### src/hw/rtl/assert_macros.svh
// ----------------------------------------------------------------------------
// assertion macros
// shared concurrent assertion helpers for the tilt controller rtl
// ----------------------------------------------------------------------------
`ifndef ASSERT_MACROS_SVH
`define ASSERT_MACROS_SVH

// implication checked on every rising clock edge outside reset
`define ASSERT_IMPL(label, clk, rst_n, ante, cons) \
    label: assert property (@(posedge clk) disable iff (!rst_n) (ante) |-> (cons)) \
        else $error("assertion failed");

// next-cycle implication checked outside reset
`define ASSERT_NEXT(label, clk, rst_n, ante, cons) \
    label: assert property (@(posedge clk) disable iff (!rst_n) (ante) |=> (cons)) \
        else $error("assertion failed");

`endif

### src/hw/rtl/tgmc_pkg.sv
// ----------------------------------------------------------------------------
// tgmc_pkg
// shared types and constants for the tilt gesture motor controller
// ----------------------------------------------------------------------------
package tgmc_pkg;

    localparam int CordicSteps = 16;
    localparam int IterW       = $clog2(CordicSteps + 1);
    localparam int VecW        = 20;
    localparam int AngW        = 26;
    localparam int AngleLimit  = 46080;
    localparam int QDepth      = 2;

    localparam logic [4:0] REG_PITCH_OFS = 5'd0;
    localparam logic [4:0] REG_ROLL_OFS  = 5'd1;
    localparam logic [4:0] REG_FWD_TH    = 5'd2;
    localparam logic [4:0] REG_BWD_TH    = 5'd3;
    localparam logic [4:0] REG_TURN_TH   = 5'd4;
    localparam logic [4:0] REG_MAX_SPD   = 5'd5;
    localparam logic [4:0] REG_MIN_SPD   = 5'd6;
    localparam logic [4:0] REG_RAMP      = 5'd7;

    localparam logic [2:0] CMD_STOP_RAMP = 3'd0;
    localparam logic [2:0] CMD_FWD       = 3'd1;
    localparam logic [2:0] CMD_BACK      = 3'd2;
    localparam logic [2:0] CMD_RIGHT     = 3'd3;
    localparam logic [2:0] CMD_LEFT      = 3'd4;
    localparam logic [2:0] CMD_BUTTON    = 3'd5;
    localparam logic [2:0] CMD_FAULT     = 3'd6;

    localparam logic [1:0] DIR_OFF = 2'd0;
    localparam logic [1:0] DIR_FWD = 2'd1;
    localparam logic [1:0] DIR_REV = 2'd2;

    typedef enum logic [2:0] {
        ST_IDLE,
        ST_PITCH,
        ST_ROLL,
        ST_FILT_P,
        ST_FILT_R,
        ST_DECIDE,
        ST_OUT
    } back_state_t;

    // classified sample travelling from the front part to the back part
    typedef struct packed {
        logic               halt;
        logic               pressed;
        logic signed [15:0] ax;
        logic signed [15:0] ay;
        logic signed [15:0] az;
    } item_t;

    typedef struct packed {
        logic signed [16:0] pitch_ofs;
        logic signed [16:0] roll_ofs;
        logic        [15:0] fwd_th;
        logic signed [16:0] bwd_th;
        logic        [15:0] turn_th;
        logic        [7:0]  max_spd;
        logic        [7:0]  min_spd;
        logic        [7:0]  ramp;
    } cfg_t;

    function automatic logic signed [AngW-1:0] atan_entry(input logic [IterW-1:0] i);
        logic signed [AngW-1:0] v;
        case (i)
            0:  v = 26'sd2949120;
            1:  v = 26'sd1740967;
            2:  v = 26'sd919879;
            3:  v = 26'sd466945;
            4:  v = 26'sd234379;
            5:  v = 26'sd117304;
            6:  v = 26'sd58666;
            7:  v = 26'sd29335;
            8:  v = 26'sd14668;
            9:  v = 26'sd7334;
            10: v = 26'sd3667;
            11: v = 26'sd1833;
            12: v = 26'sd917;
            13: v = 26'sd458;
            14: v = 26'sd229;
            15: v = 26'sd115;
            16: v = 26'sd57;
            17: v = 26'sd29;
            18: v = 26'sd14;
            19: v = 26'sd7;
            20: v = 26'sd4;
            21: v = 26'sd2;
            22: v = 26'sd1;
            default: v = '0;
        endcase
        return v;
    endfunction

    function automatic logic signed [16:0] clamp_angle(input logic signed [27:0] v);
        logic signed [16:0] r;
        if (v > 28'sd46080) r = 17'sd46080;
        else if (v < -28'sd46080) r = -17'sd46080;
        else r = v[16:0];
        return r;
    endfunction

endpackage

### src/hw/rtl/tilt_gesture_motor_controller.sv
// flow: each tilt sample beat runs two 16-step cordic passes on one shared unit,
// pitch then roll, each with its filter state, then decide, then output until taken;
// a button stop or sensor fault goes straight to output; one sample runs at a time
// a two-entry queue lets the input side take beats while a result waits
// reset: asynchronous active low; filters and duty clear, registers to defaults
// ----------------------------------------------------------------------------
// tilt_gesture_motor_controller
// accelerometer tilt to motor direction and ramped duty
// ----------------------------------------------------------------------------
module tilt_gesture_motor_controller (
    input  logic        clk,
    input  logic        rst_n,
    input  logic        s_axis_tvalid,
    output logic        s_axis_tready,
    input  logic [47:0] s_axis_tdata,  // accel_x, accel_y, accel_z
    input  logic [1:0]  s_axis_tuser,  // stop_pressed, read_ok
    output logic        m_axis_tvalid,
    input  logic        m_axis_tready,
    output logic [55:0] m_axis_tdata,  // left_dir, right_dir, motor_duty, command,
                                       // pitch_filtered, roll_filtered, zero pad
    input  logic        cfg_we,
    input  logic [2:0]  cfg_index,
    input  logic [16:0] cfg_data
);

    tgmc_pkg::cfg_t  cfg_reg;
    tgmc_pkg::item_t q_item;
    logic            q_valid, q_pop;
    logic [1:0]      ld, rd;
    logic [7:0]      duty;
    logic [2:0]      cmd;
    logic signed [16:0] pf, rf;

    always_ff @(posedge clk or negedge rst_n)
    begin
        if (!rst_n)
        begin
            cfg_reg.pitch_ofs <= '0;
            cfg_reg.roll_ofs  <= '0;
            cfg_reg.fwd_th    <= 16'd2560;
            cfg_reg.bwd_th    <= -17'sd2560;
            cfg_reg.turn_th   <= 16'd2560;
            cfg_reg.max_spd   <= 8'd150;
            cfg_reg.min_spd   <= 8'd50;
            cfg_reg.ramp      <= 8'd10;
        end
        else if (cfg_we)
        begin
            case ({2'b00, cfg_index})
                tgmc_pkg::REG_PITCH_OFS: cfg_reg.pitch_ofs <= cfg_data;
                tgmc_pkg::REG_ROLL_OFS:  cfg_reg.roll_ofs  <= cfg_data;
                tgmc_pkg::REG_FWD_TH:    cfg_reg.fwd_th    <= cfg_data[15:0];
                tgmc_pkg::REG_BWD_TH:    cfg_reg.bwd_th    <= cfg_data;
                tgmc_pkg::REG_TURN_TH:   cfg_reg.turn_th   <= cfg_data[15:0];
                tgmc_pkg::REG_MAX_SPD:   cfg_reg.max_spd   <= cfg_data[7:0];
                tgmc_pkg::REG_MIN_SPD:   cfg_reg.min_spd   <= cfg_data[7:0];
                tgmc_pkg::REG_RAMP:      cfg_reg.ramp      <= cfg_data[7:0];
                default: ;
            endcase
        end
    end

    tgmc_front u_front (
        .clk      (clk),
        .rst_n    (rst_n),
        .in_valid (s_axis_tvalid),
        .in_ready (s_axis_tready),
        .ax       (s_axis_tdata[15:0]),
        .ay       (s_axis_tdata[31:16]),
        .az       (s_axis_tdata[47:32]),
        .pressed  (s_axis_tuser[0]),
        .ok       (s_axis_tuser[1]),
        .q_valid  (q_valid),
        .q_pop    (q_pop),
        .q_item   (q_item)
    );

    tgmc_back u_back (
        .clk            (clk),
        .rst_n          (rst_n),
        .cfg            (cfg_reg),
        .q_valid        (q_valid),
        .q_pop          (q_pop),
        .q_item         (q_item),
        .out_valid      (m_axis_tvalid),
        .out_ready      (m_axis_tready),
        .left_dir       (ld),
        .right_dir      (rd),
        .motor_duty     (duty),
        .command        (cmd),
        .pitch_filtered (pf),
        .roll_filtered  (rf)
    );

    assign m_axis_tdata = {7'b0000000, rf, pf, cmd, duty, rd, ld};

endmodule

### src/hw/rtl/tgmc_cordic.sv
// ----------------------------------------------------------------------------
// tgmc_cordic
// iterative vectoring cordic, atan2(num, den) in q8.8 degrees, one step a cycle
// ----------------------------------------------------------------------------
module tgmc_cordic (
    input  logic               clk,
    input  logic               rst_n,
    input  logic               start,
    input  logic signed [15:0] num,
    input  logic signed [15:0] den,
    output logic               done,
    output logic signed [16:0] angle
);

    logic                                busy_reg, busy_next;
    logic                                done_reg, done_next;
    logic        [tgmc_pkg::IterW-1:0]   it_reg, it_next;
    logic                                zero_reg, zero_next;
    logic signed [tgmc_pkg::VecW-1:0]    x_reg, x_next, y_reg, y_next;
    logic signed [tgmc_pkg::AngW-1:0]    a_reg, a_next;
    logic signed [tgmc_pkg::VecW-1:0]    xs, ys;
    logic signed [tgmc_pkg::AngW-1:0]    rnd;

    always_comb
    begin
        busy_next = busy_reg;
        done_next = 1'b0;
        it_next   = it_reg;
        zero_next = zero_reg;
        x_next    = x_reg;
        y_next    = y_reg;
        a_next    = a_reg;
        xs        = x_reg >>> it_reg;
        ys        = y_reg >>> it_reg;
        if (start)
        begin
            busy_next = 1'b1;
            it_next   = '0;
            zero_next = (num == 16'sd0) && (den == 16'sd0);
            x_next    = tgmc_pkg::VecW'(den);
            y_next    = tgmc_pkg::VecW'(num);
            a_next    = '0;
            // pre-rotate into the right half plane
            if (den < 0)
            begin
                if (num >= 0)
                begin
                    x_next = tgmc_pkg::VecW'(num);
                    y_next = -tgmc_pkg::VecW'(den);
                    a_next = 26'sd5898240;
                end
                else
                begin
                    x_next = -tgmc_pkg::VecW'(num);
                    y_next = tgmc_pkg::VecW'(den);
                    a_next = -26'sd5898240;
                end
            end
        end
        else if (busy_reg)
        begin
            if (y_reg > 0)
            begin
                x_next = x_reg + ys;
                y_next = y_reg - xs;
                a_next = a_reg + tgmc_pkg::atan_entry(it_reg);
            end
            else
            begin
                x_next = x_reg - ys;
                y_next = y_reg + xs;
                a_next = a_reg - tgmc_pkg::atan_entry(it_reg);
            end
            it_next = it_reg + 1'b1;
            if (it_reg == tgmc_pkg::IterW'(tgmc_pkg::CordicSteps - 1))
            begin
                busy_next = 1'b0;
                done_next = 1'b1;
            end
        end
    end

    always_ff @(posedge clk or negedge rst_n)
    begin
        if (!rst_n)
        begin
            busy_reg <= 1'b0;
            done_reg <= 1'b0;
            it_reg   <= '0;
        end
        else
        begin
            busy_reg <= busy_next;
            done_reg <= done_next;
            it_reg   <= it_next;
        end
    end

    always_ff @(posedge clk)
    begin
        zero_reg <= zero_next;
        x_reg    <= x_next;
        y_reg    <= y_next;
        a_reg    <= a_next;
    end

    assign rnd   = (a_reg + 26'sd128) >>> 8;
    assign done  = done_reg;
    assign angle = zero_reg ? 17'sd0 : tgmc_pkg::clamp_angle(28'(rnd));

endmodule

### src/hw/rtl/tgmc_front.sv
// ----------------------------------------------------------------------------
// tgmc_front
// accepts sample beats, classifies stop and fault, queues them for the back end
// ----------------------------------------------------------------------------
`include "assert_macros.svh"

module tgmc_front (
    input  logic                clk,
    input  logic                rst_n,
    input  logic                in_valid,
    output logic                in_ready,
    input  logic signed [15:0]  ax,
    input  logic signed [15:0]  ay,
    input  logic signed [15:0]  az,
    input  logic                pressed,
    input  logic                ok,
    output logic                q_valid,
    input  logic                q_pop,
    output tgmc_pkg::item_t     q_item
);

    tgmc_pkg::item_t mem [tgmc_pkg::QDepth];
    logic [0:0] wp_reg, rp_reg;
    logic [1:0] cnt_reg, cnt_next;
    logic       push;
    tgmc_pkg::item_t item;

    assign in_ready = (cnt_reg != 2'(tgmc_pkg::QDepth));
    assign push     = in_valid && in_ready;
    assign q_valid  = (cnt_reg != 2'd0);
    assign q_item   = mem[rp_reg];

    always_comb
    begin
        item.halt    = pressed || !ok;
        item.pressed = pressed;
        item.ax      = ax;
        item.ay      = ay;
        item.az      = az;
        cnt_next     = cnt_reg + 2'(push) - 2'(q_pop);
    end

    always_ff @(posedge clk)
    begin
        if (push)
        begin
            mem[wp_reg] <= item;
        end
    end

    always_ff @(posedge clk or negedge rst_n)
    begin
        if (!rst_n)
        begin
            wp_reg  <= '0;
            rp_reg  <= '0;
            cnt_reg <= '0;
        end
        else
        begin
            if (push)
                wp_reg <= wp_reg + 1'b1;
            if (q_pop)
                rp_reg <= rp_reg + 1'b1;
            cnt_reg <= cnt_next;
        end
    end

    `ASSERT_IMPL(a_no_pop_empty, clk, rst_n, q_pop, q_valid)
    `ASSERT_IMPL(a_cnt_bound, clk, rst_n, 1'b1, cnt_reg <= 2'(tgmc_pkg::QDepth))

endmodule

### src/hw/rtl/tgmc_back.sv
// ----------------------------------------------------------------------------
// tgmc_back
// runs both atan2 passes, filters, picks the command and ramps the duty; halts zero it
// ----------------------------------------------------------------------------
`include "assert_macros.svh"

module tgmc_back (
    input  logic               clk,
    input  logic               rst_n,
    input  tgmc_pkg::cfg_t     cfg,
    input  logic               q_valid,
    output logic               q_pop,
    input  tgmc_pkg::item_t    q_item,
    output logic               out_valid,
    input  logic               out_ready,
    output logic [1:0]         left_dir,
    output logic [1:0]         right_dir,
    output logic [7:0]         motor_duty,
    output logic [2:0]         command,
    output logic signed [16:0] pitch_filtered,
    output logic signed [16:0] roll_filtered
);

    tgmc_pkg::back_state_t state_reg, state_next;
    logic        [7:0]  duty_reg, duty_next;
    logic signed [31:0] ps_reg, ps_next, rs_reg, rs_next;
    logic signed [16:0] samp_reg, samp_next;
    logic        [1:0]  ld_reg, ld_next, rd_reg, rd_next;
    logic        [2:0]  cmd_reg, cmd_next;
    logic               cstart;
    logic signed [15:0] cnum;
    logic               cdone;
    logic signed [16:0] cang;
    logic signed [17:0] diff;
    logic signed [31:0] fold, fnew;
    logic signed [47:0] acc;
    logic signed [16:0] pf, rf, apf, arf;
    logic signed [17:0] fwd_s, turn_s;
    logic        [7:0]  target;
    logic        [8:0]  up;

    tgmc_cordic u_cordic (
        .clk   (clk),
        .rst_n (rst_n),
        .start (cstart),
        .num   (cnum),
        .den   (q_item.az),
        .done  (cdone),
        .angle (cang)
    );

    function automatic logic signed [16:0] filt_out(input logic signed [31:0] s);
        logic signed [31:0] t;
        t = (s + 32'sd128) >>> 8;
        return tgmc_pkg::clamp_angle(28'(t));
    endfunction

    assign pf     = filt_out(ps_reg);
    assign rf     = filt_out(rs_reg);
    assign apf    = pf[16] ? -pf : pf;
    assign arf    = rf[16] ? -rf : rf;
    assign up     = {1'b0, duty_reg} + {1'b0, cfg.ramp};
    // thresholds as signed so negative angles compare correctly
    assign fwd_s  = $signed({2'b00, cfg.fwd_th});
    assign turn_s = $signed({2'b00, cfg.turn_th});

    always_comb
    begin
        state_next = state_reg;
        duty_next  = duty_reg;
        ps_next    = ps_reg;
        rs_next    = rs_reg;
        samp_next  = samp_reg;
        ld_next    = ld_reg;
        rd_next    = rd_reg;
        cmd_next   = cmd_reg;
        cstart     = 1'b0;
        cnum       = q_item.ay;
        q_pop      = 1'b0;
        out_valid  = 1'b0;
        diff       = '0;
        fold       = ps_reg;
        target     = cfg.min_spd;
        case (state_reg)
            tgmc_pkg::ST_IDLE:
            begin
                if (q_valid)
                begin
                    if (q_item.halt)
                    begin
                        duty_next  = '0;
                        ld_next    = tgmc_pkg::DIR_OFF;
                        rd_next    = tgmc_pkg::DIR_OFF;
                        cmd_next   = q_item.pressed ? tgmc_pkg::CMD_BUTTON
                                                    : tgmc_pkg::CMD_FAULT;
                        state_next = tgmc_pkg::ST_OUT;
                    end
                    else
                    begin
                        cstart     = 1'b1;
                        state_next = tgmc_pkg::ST_PITCH;
                    end
                end
            end
            tgmc_pkg::ST_PITCH:
            begin
                if (cdone)
                begin
                    diff       = 18'(cang) - 18'(cfg.pitch_ofs);
                    samp_next  = tgmc_pkg::clamp_angle(28'(diff));
                    cnum       = q_item.ax;
                    cstart     = 1'b1;
                    state_next = tgmc_pkg::ST_FILT_P;
                end
            end
            tgmc_pkg::ST_FILT_P:
            begin
                fold       = ps_reg;
                ps_next    = fnew;
                state_next = tgmc_pkg::ST_ROLL;
            end
            tgmc_pkg::ST_ROLL:
            begin
                if (cdone)
                begin
                    diff       = 18'(cang) - 18'(cfg.roll_ofs);
                    samp_next  = tgmc_pkg::clamp_angle(28'(diff));
                    state_next = tgmc_pkg::ST_FILT_R;
                end
            end
            tgmc_pkg::ST_FILT_R:
            begin
                fold       = rs_reg;
                rs_next    = fnew;
                state_next = tgmc_pkg::ST_DECIDE;
            end
            tgmc_pkg::ST_DECIDE:
            begin
                if ((18'(apf) > fwd_s) || (18'(arf) > turn_s))
                    target = cfg.max_spd;
                ld_next  = tgmc_pkg::DIR_OFF;
                rd_next  = tgmc_pkg::DIR_OFF;
                cmd_next = tgmc_pkg::CMD_STOP_RAMP;
                if (18'(pf) > fwd_s)
                begin
                    cmd_next = tgmc_pkg::CMD_FWD;
                    ld_next  = tgmc_pkg::DIR_FWD;
                    rd_next  = tgmc_pkg::DIR_FWD;
                end
                else if (pf < cfg.bwd_th)
                begin
                    cmd_next = tgmc_pkg::CMD_BACK;
                    ld_next  = tgmc_pkg::DIR_REV;
                    rd_next  = tgmc_pkg::DIR_REV;
                end
                else if (18'(rf) > turn_s)
                begin
                    cmd_next = tgmc_pkg::CMD_RIGHT;
                    ld_next  = tgmc_pkg::DIR_FWD;
                    rd_next  = tgmc_pkg::DIR_REV;
                end
                else if (18'(rf) < -turn_s)
                begin
                    cmd_next = tgmc_pkg::CMD_LEFT;
                    ld_next  = tgmc_pkg::DIR_REV;
                    rd_next  = tgmc_pkg::DIR_FWD;
                end
                if (cmd_next == tgmc_pkg::CMD_STOP_RAMP)
                    duty_next = (duty_reg > cfg.ramp) ? duty_reg - cfg.ramp : 8'd0;
                else if (duty_reg < target)
                    duty_next = (up < {1'b0, target}) ? up[7:0] : target;
                state_next = tgmc_pkg::ST_OUT;
            end
            tgmc_pkg::ST_OUT:
            begin
                out_valid = 1'b1;
                if (out_ready)
                begin
                    q_pop      = 1'b1;
                    state_next = tgmc_pkg::ST_IDLE;
                end
            end
            default:
            begin
                state_next = tgmc_pkg::ST_IDLE;
            end
        endcase
    end

    // q16 low-pass: (6554*sample*256 + 58982*old + 2^15) >> 16
    assign acc  = 48'sd1677824 * 48'(samp_reg) + 48'sd58982 * 48'(fold) + 48'sd32768;
    assign fnew = 32'(acc >>> 16);

    always_ff @(posedge clk or negedge rst_n)
    begin
        if (!rst_n)
        begin
            state_reg <= tgmc_pkg::ST_IDLE;
            duty_reg  <= '0;
            ps_reg    <= '0;
            rs_reg    <= '0;
        end
        else
        begin
            state_reg <= state_next;
            duty_reg  <= duty_next;
            ps_reg    <= ps_next;
            rs_reg    <= rs_next;
        end
    end

    always_ff @(posedge clk)
    begin
        samp_reg <= samp_next;
        ld_reg   <= ld_next;
        rd_reg   <= rd_next;
        cmd_reg  <= cmd_next;
    end

    assign left_dir       = ld_reg;
    assign right_dir      = rd_reg;
    assign motor_duty     = duty_reg;
    assign command        = cmd_reg;
    assign pitch_filtered = pf;
    assign roll_filtered  = rf;

    `ASSERT_IMPL(a_halt_zero, clk, rst_n,
        out_valid && (cmd_reg == tgmc_pkg::CMD_BUTTON || cmd_reg == tgmc_pkg::CMD_FAULT),
        duty_reg == 8'd0)
    `ASSERT_NEXT(a_pop_idle, clk, rst_n, q_pop, state_reg == tgmc_pkg::ST_IDLE)

endmodule

### config.mk
export PLATFORM = sky130hd
export DESIGN_NAME = tilt_gesture_motor_controller
export DESIGN_NICKNAME = d
export VERILOG_FILES = /design/src/hw/rtl/tgmc_pkg.sv /design/src/hw/rtl/tilt_gesture_motor_controller.sv /design/src/hw/rtl/tgmc_cordic.sv /design/src/hw/rtl/tgmc_front.sv /design/src/hw/rtl/tgmc_back.sv
export VERILOG_INCLUDE_DIRS = /design/src /design/src/hw/rtl
export SDC_FILE = /design/constraint.sdc
export NUM_CORES = 2
export LEC_CHECK = 0
export CAP_MARGIN = 20
export CORE_MARGIN = 1.5
export CORE_UTILIZATION = 45
export CTS_BUF_LIST = sky130_fd_sc_hd__clkbuf_4 sky130_fd_sc_hd__clkbuf_8 sky130_fd_sc_hd__clkbuf_16
export DETAILED_ROUTE_END_ITERATION = 10
export DONT_BUFFER_PORTS = 1
export GPL_TIMING_DRIVEN = 0
export PLACE_DENSITY_LB_ADDON = 0.1
export SLEW_MARGIN = 30
export SYNTH_ARGS = -nofsm -noshare
export SYNTH_HDL_FRONTEND = slang
export SYNTH_SLANG_ARGS = --single-unit
### constraint.sdc
create_clock -name clk -period 14.8 [get_ports clk]
set_input_delay 2.96 -clock clk [delete_from_list [all_inputs] [get_ports clk]]
set_output_delay 2.96 -clock clk [all_outputs]
set_load 0.03 [all_outputs]
==> impl_metrics.tcl <==
set metrics [dict create \
    p_leak_nw 22.2 \
    syn-cell-area_um2 45300 \
    clk_latency_ns 0.66 \
    skew_ns 0.0502 \
    avgSynthCellArea_um2 9.10 \
    die_h_um 320 \
    hpwlAfterDp_um 113000 \
    dieArea_um2 103000 \
    via_per_inst 5.64 \
    yosysWarnings 0 \
    ioPinCount 133 \
    cts_buffer_depth 3 \
    track_usage 0.270 \
    crit_path_end_kind "flop" \
    area_delta_synth_final_pct 8.01 \
    p_total_mw 3.21 \
    synth_seq_area_share 0.234 \
    regArea_um2 10600 \
    drv_slew 0 \
    status "finished clean" \
    clk_pin_slew_ns 0.06 \
    place_inst 6302 \
    layout.cells.non_filler 6389 \
    wl_um 138000 \
    placed_cell_area_um2 47300 \
    ys_ff_latch 384 \
    worstPathArrival_ns 12.54 \
    fp.coreArea_um2 100000 \
    cts-hold-fix-buffers 0 \
    fin_area_um2 49000 \
    cts_resized 0 \
    place_ws_ns 2.84 \
    grt_setup_unrepaired "no" \
    place.gp.congestion 0.986 \
    clkSinkCount 384 \
    tritoncts "yes" \
    setup_viol 0 \
    worst_pin_slew_ns 1.08 \
    cts-root-buf "clkbuf_16" \
    multi_input_comb_area_um2 31800 \
    drc_errors 0 \
    start_util 0.453 \
    cp_slowest_stage_delay_ns 0.73 \
    nets 5981 \
    async_flop_share 0.503 \
    worst-setup-path-type "flop to flop" \
    grt_max_degree 194 \
    reg2reg_depth 37 \
    crit_slowest_cell "nor3b_2" \
    min_period_ns 12.06 \
    antenna_found_initial 1 \
    worst_setup_path_start_kind "flop" \
    fillers 9657 \
    hold_viol 0 \
    die_width_um 320 \
    synth_cells 4981 \
    max_freq_ghz 0.0829 \
    timing.setup.tns_ns 0 \
    synth_flop_cell "edfxtp_1" \
    initialDrtViolationCount 2550 \
    largest_reg_flops 107 \
    std_cell_rows 116 \
    crit_fanout 10 \
    dr_total_vias 36000 \
    hold_depth 2 \
    setup_ws_ns 2.74 \
    portBuffers 0 \
    synth-edff-count 191 \
    drv_cap 0 \
    grt_pass1_vias 35800 \
    drtAntennaViolNets 0 \
    htree_levels 2 \
    vdd_ir_drop_max_v 0.000104 \
    pwr_density_cell_nw_per_um2 65.5 \
    synth_cell_types 112 \
    cp.required_ns 15.28 \
    wire_per_inst_um 21.6 \
    cts_made_buffers 48 \
    crit_top_cell "fa_1" \
    drive_gt1_frac 0.0735 \
    hp-class "flop to flop" \
    grt-ovfl-total 0 \
    post_cts_buffers 0 \
    period_share 0.815 \
    drtPass1Iterations 7 \
    grt_pass1_wl_um 214000 \
    slew_headroom 0.282 \
]
==> report_power, final <==
group | switching [mW] | leakage, nW | internal, mW
sequential | 0.0471 | 4.00 | 1.27
clock | 0.516 | 0.821 | 0.742
combinational | 0.379 | 17.3 | 0.249
total | 0.942 | 22.2 | 2.26
==> per-stage QoR <==
stage / utilization / hold slack, ns
6_report: 0.490 / 0.481
5_1_grt: 0.490 / 0.506
4_1_cts: 0.490 / 0.483
3_5_place_dp: 0.473 / 0.470
3_3_place_gp: 0.470 / 0.462
2_1_floorplan: - / 0.449
==> routing by layer <==
layer	track usage	part of all wire
met1	0.355	0.44
met2	0.457	0.48
met3	0.0477	0.059
met4	0.0733	0.026
met5	0	0
==> final timing paths <==
check                                                     end  slack (ns)                             from
worst max-delay path            u_back.ps_reg[31]$_DFFE_PN0P_        2.74  u_back.state_reg[1]$_DFFE_PN0P_
worst min-delay path             u_back.ps_reg[5]$_DFFE_PN0P_        0.48     u_back.ps_reg[5]$_DFFE_PN0P_
worst max register to register  u_back.ps_reg[31]$_DFFE_PN0P_        2.74  u_back.state_reg[1]$_DFFE_PN0P_
worst min register to register   u_back.ps_reg[5]$_DFFE_PN0P_        0.48     u_back.ps_reg[5]$_DFFE_PN0P_
max in group asynchronous        u_front.cnt_reg[0]$_DFF_PN0_       12.40                            rst_n
min in group asynchronous              cfg_reg[5]$_DFFE_PN0P_        2.03                            rst_n
==> critical path, delay by kind of cell, from the launching register on <==
kind            cells  cell delay, ns
fa+ha+maj           9            3.93
buf+inv             5            1.35
simple gates        8            2.31
xor+xnor            3            0.70
mux                 1            0.62
flops               1            0.37
compound gates     11            2.60
==> cells in the mapped netlist, types with 46 or more instances <==
cell	number	area share
o21a_1	49	0.0081
a21o_1	73	0.012
nor3_1	76	0.0084
fa_1	283	0.12
nand3_1	92	0.010
xor2_1	140	0.027
dfrtp_1	173	0.095
mux2_2	71	0.018
xnor2_1	232	0.045
nor2b_1	53	0.0073
a21oi_1	245	0.027
nor2_1	344	0.028
inv_1	609	0.050
ha_1	569	0.16
edfxtp_1	191	0.13
o21ai_0	326	0.036
mux4_2	51	0.025
nand2b_1	46	0.0063
clkbuf_1	119	0.0099
nand2_1	459	0.038
mux2i_1	77	0.017
==> layout by cell type, fill, tap and decap left out, drive strengths merged, types with 24 or more instances in the layout <==
cell,instances
xnor2,232
nand3,93
nor3,78
nor2,349
or2,24
a211oi,42
xor2,140
nand2b,46
nand4,44
a21o,73
o31ai,31
o21ai,339
o21a,49
buf,77
edfxtp,191
inv,617
a31oi,38
nor4,27
fa,283
nor2b,53
and2,43
and3,42
mux2i,77
mux2,71
mux4,51
o211ai,37
a21oi,247
nand2,460
clkbuf,182
dfrtp,173
ha,569
==> layout make-up <==
cell class | instances | area share
inverters | 614 | 0.0471
clock buffers | 62 | 0.0278
plain buffers | 180 | 0.0157
flip-flops and latches | 384 | 0.216
well taps | 1298 | 0.0332
diodes | 1 | 0.0000511
multi-input cells | 3809 | 0.649
repair buffers | 17 | 0.00447
clock inverters | 24 | 0.00611
==> logic make-up (layout without fill, tap and decap cells) <==
kind of cell | after synthesis | in the layout | share of synthesized area
xor+xnor | 372 | 372 | 0.0719
simple gates | 1328 | 1328 | 0.139
fa+ha+maj | 854 | 854 | 0.282
flops | 384 | 384 | 0.234
mux | 199 | 199 | 0.0600
buf+inv | 794 | 897 | 0.0677
compound gates | 1049 | 1049 | 0.146
other cells | 1 | 8 | 0.0000827
No activity file was read; power rests on OpenSTA's default activity.
